$ cat config.mk
export PLATFORM = sky130hd
export DESIGN_NAME = gregorian_date_add_days
export DESIGN_NICKNAME = d
export VERILOG_FILES = /design/src/rtl/gdad_pkg.sv /design/src/rtl/gdad_ctrl.sv /design/src/rtl/gdad_dpath.sv /design/src/rtl/gregorian_date_add_days.sv
export SDC_FILE = /design/constraint.sdc
export NUM_CORES = 1
export LEC_CHECK = 0
export BUFFER_PORTS_ARGS = -buffer_cell sky130_fd_sc_hd__buf_2
export CORE_AREA = 5 5 153 155
export DETAILED_ROUTE_END_ITERATION = 12
export DIE_AREA = 0 0 158 160
export SYNTH_ARGS = -nofsm -noshare
export SYNTH_HDL_FRONTEND = slang
export SYNTH_SLANG_ARGS = --single-unit
$ cat constraint.sdc
create_clock -name clock -period 11.45 [get_ports clock]
set_input_delay 1.145 -clock clock [delete_from_list [all_inputs] [get_ports clock]]
set_output_delay 1.145 -clock clock [all_outputs]
set_load 0.05 [all_outputs]
$ cat src/rtl/gdad_pkg.sv
package gdad_pkg;

   localparam int DAY_W    = 5;
   localparam int MONTH_W  = 4;
   localparam int YEAR_W   = 14;
   localparam int ADD_W    = 15;
   // walk year can run past the 14-bit field before it wraps on output
   localparam int WYEAR_W  = YEAR_W + 1;
   // day-of-year remainder: start day + days to add + one year of months
   localparam int REM_W    = 16;
   localparam int MLEN_W   = 5;
   localparam int YLEN_W   = 9;
   localparam int YMOD_W   = 9;

   localparam logic [MONTH_W-1:0] MONTH_JAN = 4'd1;
   localparam logic [MONTH_W-1:0] MONTH_FEB = 4'd2;
   localparam logic [MONTH_W-1:0] MONTH_DEC = 4'd12;

   localparam logic [YMOD_W-1:0] CYCLE_YEARS   = 9'd400;
   localparam logic [YMOD_W-1:0] CENTURY_YEARS = 9'd100;
   localparam logic [YMOD_W-1:0] CYCLE_LAST    = 9'd399;

   // year mod 400 by restoring compare-subtract of 400 shifted left
   localparam int RED_STEPS = 6;
   localparam int RED_IDX_W = 3;
   localparam logic [RED_IDX_W-1:0] RED_LAST = 3'(RED_STEPS - 1);

   localparam logic [YLEN_W-1:0] YEAR_LEN_COMMON = 9'd365;
   localparam logic [YLEN_W-1:0] YEAR_LEN_LEAP   = 9'd366;

   typedef enum logic [2:0] {
      OP_NONE,
      OP_LOAD,
      OP_REDUCE,
      OP_PRE,
      OP_YEAR,
      OP_MONTH,
      OP_CAPTURE
   } dp_op_type;

   typedef struct packed {
      dp_op_type              op;
      logic [RED_IDX_W-1:0]   red_idx;
   } dp_cmd_type;

   typedef struct packed {
      logic pre_more;
      logic year_more;
      logic month_more;
   } dp_stat_type;

   // leap from low two year bits and year mod 400
   function automatic logic is_leap(input logic [1:0] y_lo, input logic [YMOD_W-1:0] ymod);
      logic century;
      century = (ymod == CENTURY_YEARS) || (ymod == 9'(2 * CENTURY_YEARS))
             || (ymod == 9'(3 * CENTURY_YEARS));
      return (ymod == '0) || ((y_lo == 2'd0) && !century);
   endfunction

   function automatic logic [MLEN_W-1:0] month_len(input logic [MONTH_W-1:0] m,
                                                   input logic leap);
      logic [MLEN_W-1:0] len;
      unique case (m)
         4'd1, 4'd3, 4'd5, 4'd7, 4'd8, 4'd10, 4'd12: len = 5'd31;
         4'd4, 4'd6, 4'd9, 4'd11:                    len = 5'd30;
         4'd2:                                       len = leap ? 5'd29 : 5'd28;
         default:                                    len = 5'd0;
      endcase
      return len;
   endfunction

endpackage

$ cat src/rtl/gdad_ctrl.sv
module gdad_ctrl
   import gdad_pkg::*;
(
   input  logic        clock,
   input  logic        reset,
   input  logic        req_valid,
   output logic        req_ready,
   output logic        rsp_valid,
   input  logic        rsp_ready,
   input  dp_stat_type stat,
   output dp_cmd_type  cmd
);

   typedef enum logic [2:0] {
      ST_IDLE,
      ST_REDUCE,
      ST_PRE,
      ST_YEAR,
      ST_MONTH,
      ST_FINISH
   } state_type;

   state_type               state_ff, state_in;
   logic [RED_IDX_W-1:0]    red_idx_ff, red_idx_in;
   logic                    rsp_valid_ff, rsp_valid_in;
   logic                    out_free;

   assign out_free  = !rsp_valid_ff || rsp_ready;
   assign req_ready = (state_ff == ST_IDLE);
   assign rsp_valid = rsp_valid_ff;

   always_comb begin
      state_in     = state_ff;
      red_idx_in   = red_idx_ff;
      rsp_valid_in = rsp_valid_ff && !rsp_ready;
      cmd.op       = OP_NONE;
      cmd.red_idx  = red_idx_ff;
      unique case (state_ff)
         ST_IDLE: begin
            if (req_valid) begin
               cmd.op     = OP_LOAD;
               red_idx_in = '0;
               state_in   = ST_REDUCE;
            end
         end
         ST_REDUCE: begin
            cmd.op = OP_REDUCE;
            if (red_idx_ff == RED_LAST) begin
               state_in = ST_PRE;
            end else begin
               red_idx_in = red_idx_ff + 3'd1;
            end
         end
         ST_PRE: begin
            cmd.op = OP_PRE;
            if (!stat.pre_more) begin
               state_in = ST_YEAR;
            end
         end
         ST_YEAR: begin
            cmd.op = OP_YEAR;
            if (!stat.year_more) begin
               state_in = ST_MONTH;
            end
         end
         ST_MONTH: begin
            cmd.op = OP_MONTH;
            if (!stat.month_more) begin
               state_in = ST_FINISH;
            end
         end
         ST_FINISH: begin
            if (out_free) begin
               cmd.op       = OP_CAPTURE;
               rsp_valid_in = 1'b1;
               state_in     = ST_IDLE;
            end
         end
         default: state_in = ST_IDLE;
      endcase
   end

   always_ff @(posedge clock) begin
      if (reset) begin
         state_ff     <= ST_IDLE;
         red_idx_ff   <= '0;
         rsp_valid_ff <= 1'b0;
      end else begin
         state_ff     <= state_in;
         red_idx_ff   <= red_idx_in;
         rsp_valid_ff <= rsp_valid_in;
      end
   end

endmodule

$ cat src/rtl/gdad_dpath.sv
module gdad_dpath
   import gdad_pkg::*;
(
   input  logic                clock,
   input  dp_cmd_type          cmd,
   output dp_stat_type         stat,
   input  logic [DAY_W-1:0]    req_start_day,
   input  logic [MONTH_W-1:0]  req_start_month,
   input  logic [YEAR_W-1:0]   req_start_year,
   input  logic [ADD_W-1:0]    req_days_to_add,
   output logic [DAY_W-1:0]    rsp_result_day,
   output logic [MONTH_W-1:0]  rsp_result_month,
   output logic [YEAR_W-1:0]   rsp_result_year
);

   logic [REM_W-1:0]    rem_ff, rem_in;
   logic [WYEAR_W-1:0]  year_ff, year_in;
   logic [YEAR_W-1:0]   ymod_ff, ymod_in;
   logic [MONTH_W-1:0]  mcnt_ff, mcnt_in;
   logic [MONTH_W-1:0]  smonth_ff, smonth_in;
   logic [DAY_W-1:0]    rday_ff, rday_in;
   logic [MONTH_W-1:0]  rmonth_ff, rmonth_in;
   logic [YEAR_W-1:0]   ryear_ff, ryear_in;

   logic                leap;
   logic [MLEN_W-1:0]   mlen;
   logic [YLEN_W-1:0]   ylen;
   logic [YEAR_W-1:0]   sub_val;
   logic [YEAR_W-1:0]   ymod_next;

   assign leap      = is_leap(year_ff[1:0], ymod_ff[YMOD_W-1:0]);
   assign mlen      = month_len(mcnt_ff, leap);
   assign ylen      = leap ? YEAR_LEN_LEAP : YEAR_LEN_COMMON;
   assign sub_val   = YEAR_W'(CYCLE_YEARS) << (RED_LAST - cmd.red_idx);
   assign ymod_next = (ymod_ff[YMOD_W-1:0] == CYCLE_LAST) ? '0 : ymod_ff + 14'd1;

   assign stat.pre_more   = (mcnt_ff < smonth_ff) && (mcnt_ff <= MONTH_DEC);
   assign stat.year_more  = rem_ff > REM_W'(ylen);
   assign stat.month_more = rem_ff > REM_W'(mlen);

   always_comb begin
      rem_in    = rem_ff;
      year_in   = year_ff;
      ymod_in   = ymod_ff;
      mcnt_in   = mcnt_ff;
      smonth_in = smonth_ff;
      rday_in   = rday_ff;
      rmonth_in = rmonth_ff;
      ryear_in  = ryear_ff;
      unique case (cmd.op)
         OP_NONE: ;
         OP_LOAD: begin
            rem_in    = REM_W'(req_start_day) + REM_W'(req_days_to_add);
            year_in   = WYEAR_W'(req_start_year);
            ymod_in   = req_start_year;
            mcnt_in   = MONTH_JAN;
            smonth_in = req_start_month;
         end
         OP_REDUCE: begin
            if (ymod_ff >= sub_val) begin
               ymod_in = ymod_ff - sub_val;
            end
         end
         OP_PRE: begin
            if (stat.pre_more) begin
               rem_in  = rem_ff + REM_W'(mlen);
               mcnt_in = mcnt_ff + 4'd1;
            end
         end
         OP_YEAR: begin
            if (stat.year_more) begin
               rem_in  = rem_ff - REM_W'(ylen);
               year_in = year_ff + 15'd1;
               ymod_in = ymod_next;
            end else begin
               mcnt_in = MONTH_JAN;
            end
         end
         OP_MONTH: begin
            if (stat.month_more) begin
               rem_in = rem_ff - REM_W'(mlen);
               if (mcnt_ff == MONTH_DEC) begin
                  mcnt_in = MONTH_JAN;
                  year_in = year_ff + 15'd1;
                  ymod_in = ymod_next;
               end else begin
                  mcnt_in = mcnt_ff + 4'd1;
               end
            end
         end
         OP_CAPTURE: begin
            rday_in   = rem_ff[DAY_W-1:0];
            rmonth_in = mcnt_ff;
            ryear_in  = year_ff[YEAR_W-1:0];
         end
         default: ;
      endcase
   end

   always_ff @(posedge clock) begin
      rem_ff    <= rem_in;
      year_ff   <= year_in;
      ymod_ff   <= ymod_in;
      mcnt_ff   <= mcnt_in;
      smonth_ff <= smonth_in;
      rday_ff   <= rday_in;
      rmonth_ff <= rmonth_in;
      ryear_ff  <= ryear_in;
   end

   assign rsp_result_day   = rday_ff;
   assign rsp_result_month = rmonth_ff;
   assign rsp_result_year  = ryear_ff;

endmodule

$ cat src/rtl/gregorian_date_add_days.sv
// gregorian date plus a day count, one transaction at a time
// steps: load, year mod 400, months before start, year skip, month walk, capture;
//   the year-skip loop removes one year per cycle
// the next request is taken once the result sits in the output register
// reset: synchronous active high, clears the controller and rsp_valid
module gregorian_date_add_days
   import gdad_pkg::*;
(
   input  logic                clock,
   input  logic                reset,
   input  logic                req_valid,
   output logic                req_ready,
   input  logic [DAY_W-1:0]    req_start_day,
   input  logic [MONTH_W-1:0]  req_start_month,
   input  logic [YEAR_W-1:0]   req_start_year,
   input  logic [ADD_W-1:0]    req_days_to_add,
   output logic                rsp_valid,
   input  logic                rsp_ready,
   output logic [DAY_W-1:0]    rsp_result_day,
   output logic [MONTH_W-1:0]  rsp_result_month,
   output logic [YEAR_W-1:0]   rsp_result_year
);

   // command and status between sequencer and datapath
   dp_cmd_type  cmd;
   dp_stat_type stat;

   // sequencer: load, year mod 400, months before start, year skip, month walk, capture
   gdad_ctrl u_ctrl (
      .clock     (clock),
      .reset     (reset),
      .req_valid (req_valid),
      .req_ready (req_ready),
      .rsp_valid (rsp_valid),
      .rsp_ready (rsp_ready),
      .stat      (stat),
      .cmd       (cmd)
   );

   // remainder, walk year, year mod 400, month counter and result register
   gdad_dpath u_dpath (
      .clock            (clock),
      .cmd              (cmd),
      .stat             (stat),
      .req_start_day    (req_start_day),
      .req_start_month  (req_start_month),
      .req_start_year   (req_start_year),
      .req_days_to_add  (req_days_to_add),
      .rsp_result_day   (rsp_result_day),
      .rsp_result_month (rsp_result_month),
      .rsp_result_year  (rsp_result_year)
   );

endmodule
After elaboration in Yosys (flattened, before gate mapping)
Cells that the tools add are included.
{"block": "totals", "wordCells": 130, "out_inout_bits": 25, "reg_bits": 83}
{"block": "classes", "add_sub_neg": 10, "n_eq_ne": 41, "order_cmp": 5, "reduce_logical": 25, "shifts": 1, "mux": 37}
{"op": "two-way mux 14 bit", "count": 5}
{"op": "case mux 16 bit (4 select lines)", "count": 1}
{"op": "case mux 14 bit (4 select lines)", "count": 1}
{"op": "two-way mux 16 bit", "count": 3}
{"op": "two-way mux 15 bit", "count": 3}
{"op": "case mux 15 bit (3 select lines)", "count": 1}
{"op": "case mux 3 bit (6 select lines)", "count": 2}
{"op": "two-way mux 3 bit", "count": 9}
{"op": "== test 4 bit (second input constant)", "count": 5}
{"op": "== test 3 bit (second input constant)", "count": 6}
{"op": "== test 9 bit (second input constant)", "count": 2}
{"op": "inequality test 2 bit (second input constant)", "count": 9}
{"op": "adder 16 x 5 -> 16 bit", "count": 1}
{"op": "adder 5 x 15 -> 16 bit", "count": 1}
{"op": "== test 4 x 3 -> 1 bit (second input constant)", "count": 4}
{"op": "greater-than comparator 16 x 5 -> 1 bit", "count": 1}
{"op": "greater-than comparator 16 x 9 -> 1 bit", "count": 1}
{"op": "two-way mux 4 bit", "count": 4}
{"op": "case mux 4 bit (4 select lines)", "count": 1}
{"op": "subtractor 16 x 5 -> 16 bit", "count": 1}
{"op": "subtractor 16 x 9 -> 16 bit", "count": 1}
{"op": "adder 15 x 1 -> 15 bit (second input constant)", "count": 1}
{"op": "case mux 5 bit (3 select lines)", "count": 1}
{"op": "adder 14 x 1 -> 14 bit (second input constant)", "count": 1}
{"op": "33 further kinds", "count": 54}

Logic depth before layout (Yosys ltp)
{"block": "depth", "word_depth": 11, "ltp_mapped": 16}

Modules after synthesis
From an unflattened synthesis, not the netlist that was laid out.
{"block": "hier_totals", "cells_unflattened": 716, "area_unflattened_um2": 6523.8}
{"mod": "gdad_dpath", "cells_per_inst": 656, "area_per_inst_um2": 6063.3, "n_inst": 1}
{"mod": "gdad_ctrl", "cells_per_inst": 60, "area_per_inst_um2": 460.4, "n_inst": 1}

Least setup slack after synthesis
No wires, ideal clock.
{"block": "synth_path", "path_kind": "register to register", "from": "register u_dpath.mcnt_ff[0]", "to": "register u_dpath.ymod_ff[0] (enable)", "t_required_ns": 11.040, "period_less_slack_ns": 4.694, "path_slack_ns": 6.756, "setup_ns": 0.410, "arrival_time_ns": 4.284, "path_stages_with_launch": 13, "path_cell_list": "edfxtp_1 > ha_1 > or2_2 > o32ai_1 > o21ai_0 > ha_1 > buf_2 > nand2b_1 > a221oi_4 > o22ai_1 > a31oi_1 > o21ai_1 > a221oi_1"}
{"block": "synth_via", "elab_chain_len": 6, "word_cells_on_any_way": 19, "classes_between": "order compare: 1; eq/ne: 14; mux: 1; reduce/logical: 3"}
{"element": "start, declared", "line": "gdad_dpath.sv:19", "rtl": "logic [MONTH_W-1:0] mcnt_ff, mcnt_in;"}
{"element": "start signal, assigned", "line": "gdad_dpath.sv:104", "rtl": "mcnt_ff <= mcnt_in;"}
{"element": "== test 4 x 1 -> 1 bit, or another cell as far along", "line": "gdad_pkg.sv:63", "rtl": "unique case (m)"}
{"element": "OR reduction 7 bit or OR reduction 4 bit (tied branches)", "line": "gdad_pkg.sv:63"}
{"element": "case mux 5 bit (3 select lines)", "line": "gdad_pkg.sv:63"}
{"element": "greater-than comparator 16 x 5 -> 1 bit", "line": "gdad_dpath.sv:39", "rtl": "assign stat.month_more = rem_ff > REM_W'(mlen);"}
{"element": "inequality test 2 bit (no source line)"}
{"element": "AND reduction 5 bit (no source line) (*)"}
{"element": "end signal, assigned", "line": "gdad_dpath.sv:103", "rtl": "ymod_ff <= ymod_in;"}
{"element": "end, declared", "line": "gdad_dpath.sv:18", "rtl": "logic [YEAR_W-1:0] ymod_ff, ymod_in;"}
Every way passes the cells marked *; elsewhere a longest branch is shown, timed or not.
A chain may end at the register's enable or synchronous reset.

Worst setup path in the final report
{"block": "layout_path", "from": "register u_dpath.mcnt_ff[0]", "to": "register u_dpath.rem_ff[2] (enable)"}
{"block": "layout_via", "elab_chain_len": 6, "word_cells_on_any_way": 22, "classes_between": "order compare: 3; eq/ne: 14; mux: 1; reduce/logical: 4"}
{"element": "== test 4 x 1 -> 1 bit, or another cell as far along", "line": "gdad_pkg.sv:63"}
{"element": "OR reduction 7 bit or OR reduction 4 bit (tied branches)", "line": "gdad_pkg.sv:63"}
{"element": "case mux 5 bit (3 select lines)", "line": "gdad_pkg.sv:63"}
{"element": "greater-than comparator 16 x 5 -> 1 bit", "line": "gdad_dpath.sv:39"}
{"element": "inequality test 2 bit (no source line)"}
{"element": "AND reduction 4 bit (no source line) (*)"}
{"element": "end signal, assigned", "line": "gdad_dpath.sv:101", "rtl": "rem_ff <= rem_in;"}
{"element": "end, declared", "line": "gdad_dpath.sv:16", "rtl": "logic [REM_W-1:0] rem_ff, rem_in;"}
Marked as above.

==> flow_summary.json <==
{
  "dpl_cell_area_mm2": 0.00705,
  "maxSlewHeadroom_pct": 38.7,
  "yosysSeqAreaShare_pct": 37.1,
  "io_pins": 67,
  "fin_cells": 1038,
  "synth_nets": 797,
  "slew_violations": 0,
  "drive_gt1_share_pct": 13.3,
  "core-area_mm2": 0.0217,
  "stdcell_area_mm2": 0.00738,
  "synth.area.top_cells": "edfxtp_1 35%, ha_1 8.9%, xor2_1 4.2%",
  "grt_max_degree": 24,
  "max-vdd-ir-drop_uv": 103,
  "ys_seq_elements": 82,
  "r2r_slack_ns": 6.40,
  "grt_use_total_pct": 13.7,
  "clock_latency_ns": 0.35,
  "gp_congestion": 0.868,
  "initial_core_util_pct": 29.8,
  "yosysWarningCount": 0,
  "skew_ns": 0.00952,
  "initialDrtViolationCount": 474,
  "path_class": "reg -> reg",
  "grt_pass1_wl_mm": 27.6,
  "cp_max_fo": 16,
  "cts_tree": "done",
  "grt.overflow.total": 0,
  "num_antenna_cells": 0,
  "hold_viol_final": 0,
  "h-tree-depth": 3,
  "first_pass_iters": 5,
  "period_needed_ns": 5.05,
  "leakagePower_nw": 2.71,
  "synthFlopType": "edfxtp_1",
  "cts_hold_buffers": 0,
  "cts-buffers-inserted": 9,
  "arrival_ns": 5.02,
  "async_reset_ff_share_pct": 0,
  "cts_setup_buffers": 0,
  "cts-root-buf": "clkbuf_16",
  "power.density_mw_per_mm2": 340,
  "max_freq_ghz": 0.198,
  "die_h_um": 160,
  "drt_wl_total_mm": 17.3,
  "routedWlPerCell_um": 16.7,
  "antenna_found_initial": 0,
  "dp.cells": 1022,
  "fin_tns_setup_ns": 0,
  "cp-end-kind": "flop",
  "holdWs_ns": 0.484,
  "rows": 54,
  "cts_buffer_depth": 2,
  "drcViolationCount": 0,
  "rsz0062_at_grt": "no",
  "area_growth_pct": 14.3,
  "dp_hpwl_mm": 13.0,
  "synthCells": 705,
  "cts_sinks": 82,
  "synth.distinct_cells": 68,
  "numPortBuffers": 66,
  "grt_pass1_vias": 5241,
  "cts_resized": 0,
  "avgSynthCellArea_um2": 9.15,
  "die-area_mm2": 0.0253,
  "synth_edf_count": 75,
  "required_ns": 11.43,
  "hold_path_class": "reg -> reg",
  "vias": 5516,
  "layout.nets": 845,
  "ant_nets": 0,
  "finalCritPeriodShare_pct": 44.1,
  "worst_pin_slew_ns": 0.913,
  "clk_pin_slew_ns": 0.07,
  "startpoint_type": "flop",
  "syn-cell-area_mm2": 0.00645,
  "vias_per_cell": 5.31,
  "cap_violations": 0,
  "status": "complete, no violations",
  "finalSetupViolCount": 0,
  "yosysTopAreaCellShare_pct": 34.9,
  "synth_largest_area_cell": "edfxtp_1",
  "die_w_um": 158
}
metrics by stage:
stage | total power, mW | worst slack (ns) | util (%)
floorplan | 1.78 | 6.76 | -
global placement | 2.15 | 6.61 | 32.5
detailed placement | 2.16 | 6.35 | 32.5
CTS | 2.50 | 6.34 | 34.0
global route | 2.70 | 5.98 | 34.0
finish | 2.51 | 6.40 | 34.0
synth_stat cells (10+ instances only):
| cell type | count |
|---|---|
| nor2b_1 | 11 |
| ha_1 | 46 |
| and3_1 | 10 |
| o221ai_1 | 17 |
| clkbuf_1 | 29 |
| a211oi_1 | 18 |
| nand2b_1 | 16 |
| nand2_1 | 59 |
| inv_1 | 38 |
| nor3_1 | 20 |
| o21ai_0 | 27 |
| edfxtp_1 | 75 |
| nand3_1 | 28 |
| nor2_1 | 49 |
| a21oi_1 | 36 |
| xnor2_1 | 23 |
| xor2_1 | 31 |
| o21ai_1 | 22 |
where the power goes:
| group | internal [mW] | switching (mW) | total, mW |
|---|---|---|---|
| logic | 0.543 | 0.902 | 1.45 |
| registers | 0.540 | 0.191 | 0.732 |
| clock network | 0.195 | 0.134 | 0.329 |
area by class of cell:
class / instances / area [um2]
sequential: 82 / 2390
clock buffer: 9 / 225
clock inverter: 7 / 105
inverter: 38 / 143
timing repair buffer: 72 / 375
tap: 280 / 350
multi-input combinational: 550 / 3790
fill: 2257 / 14300
placed cells by master, fill, tap and decap left out, types with 8 or more instances in the layout:
cell type  count
o211ai_1       8
and3_1        10
a211oi_1      18
nor2b_1       11
nand3_1       28
nor3_1        20
nor2_1        48
o21ai_0       27
buf_2         66
o221ai_1      17
o22ai_1        8
ha_1          46
a21oi_1       36
inv_1         38
a21o_1         8
nand2_1       59
o21ai_1       22
xnor2_1       23
edfxtp_1      75
clkbuf_16      9
nand2b_1      16
xor2_1        31
flip-flops by register name (all words and copies together) (netlist names), 4 cells and up:
signal	flops
u_dpath.rsp_result_month	4
u_dpath.mcnt_ff	4
u_dpath.rem_ff	16
u_dpath.smonth_ff	4
u_dpath.rsp_result_day	5
u_dpath.rsp_result_year	14
u_dpath.year_ff	14
u_dpath.ymod_ff	14
cells by family after synthesis:
| group | count (synthesis) | share of synthesized area [%] |
|---|---|---|
| compound gates | 200 | 21.4 |
| flops | 82 | 37.1 |
| buf+inv | 73 | 4.36 |
| fa+ha+maj | 50 | 10.2 |
| simple gates | 240 | 18.8 |
| xor+xnor | 54 | 7.33 |
| mux | 6 | 0.931 |
final timing paths:
path | from | endpoint | depth (start not counted)
worst max-delay path | u_dpath.mcnt_ff[0]$_DFFE_PP_ | u_dpath.rem_ff[2]$_DFFE_PP_ | 11
worst max register to register | u_dpath.mcnt_ff[0]$_DFFE_PP_ | u_dpath.rem_ff[2]$_DFFE_PP_ | 11
worst min-delay path | u_dpath.year_ff[13]$_DFFE_PP_ | u_dpath.rsp_result_year[13]$_DFFE_PN_ | 0
worst min register to register | u_dpath.year_ff[13]$_DFFE_PP_ | u_dpath.rsp_result_year[13]$_DFFE_PN_ | 0
metal layers:
metal / track usage (%) / vias to the layer above / share of wire [%]
li1: - / 2734 / -
met5: 0 / - / 0
met2: 21.4 / 170 / 45
met1: 19.1 / 2590 / 47
met4: 4.27 / 0 / 1.5
met3: 2.60 / 22 / 6.1
worst max-delay path: stages, from the launching register on:
cell      delay, ns
edfxtp_1       0.49
ha_1           0.27
or2_2          0.30
o32ai_1        0.50
o21ai_0        0.45
ha_1           0.51
nand2b_1       0.23
a221oi_4       0.39
o22ai_1        0.17
and4_1         0.23
o41ai_1        0.35
and2_1         0.76
Note: power is estimated with default switching activity, not from simulation.
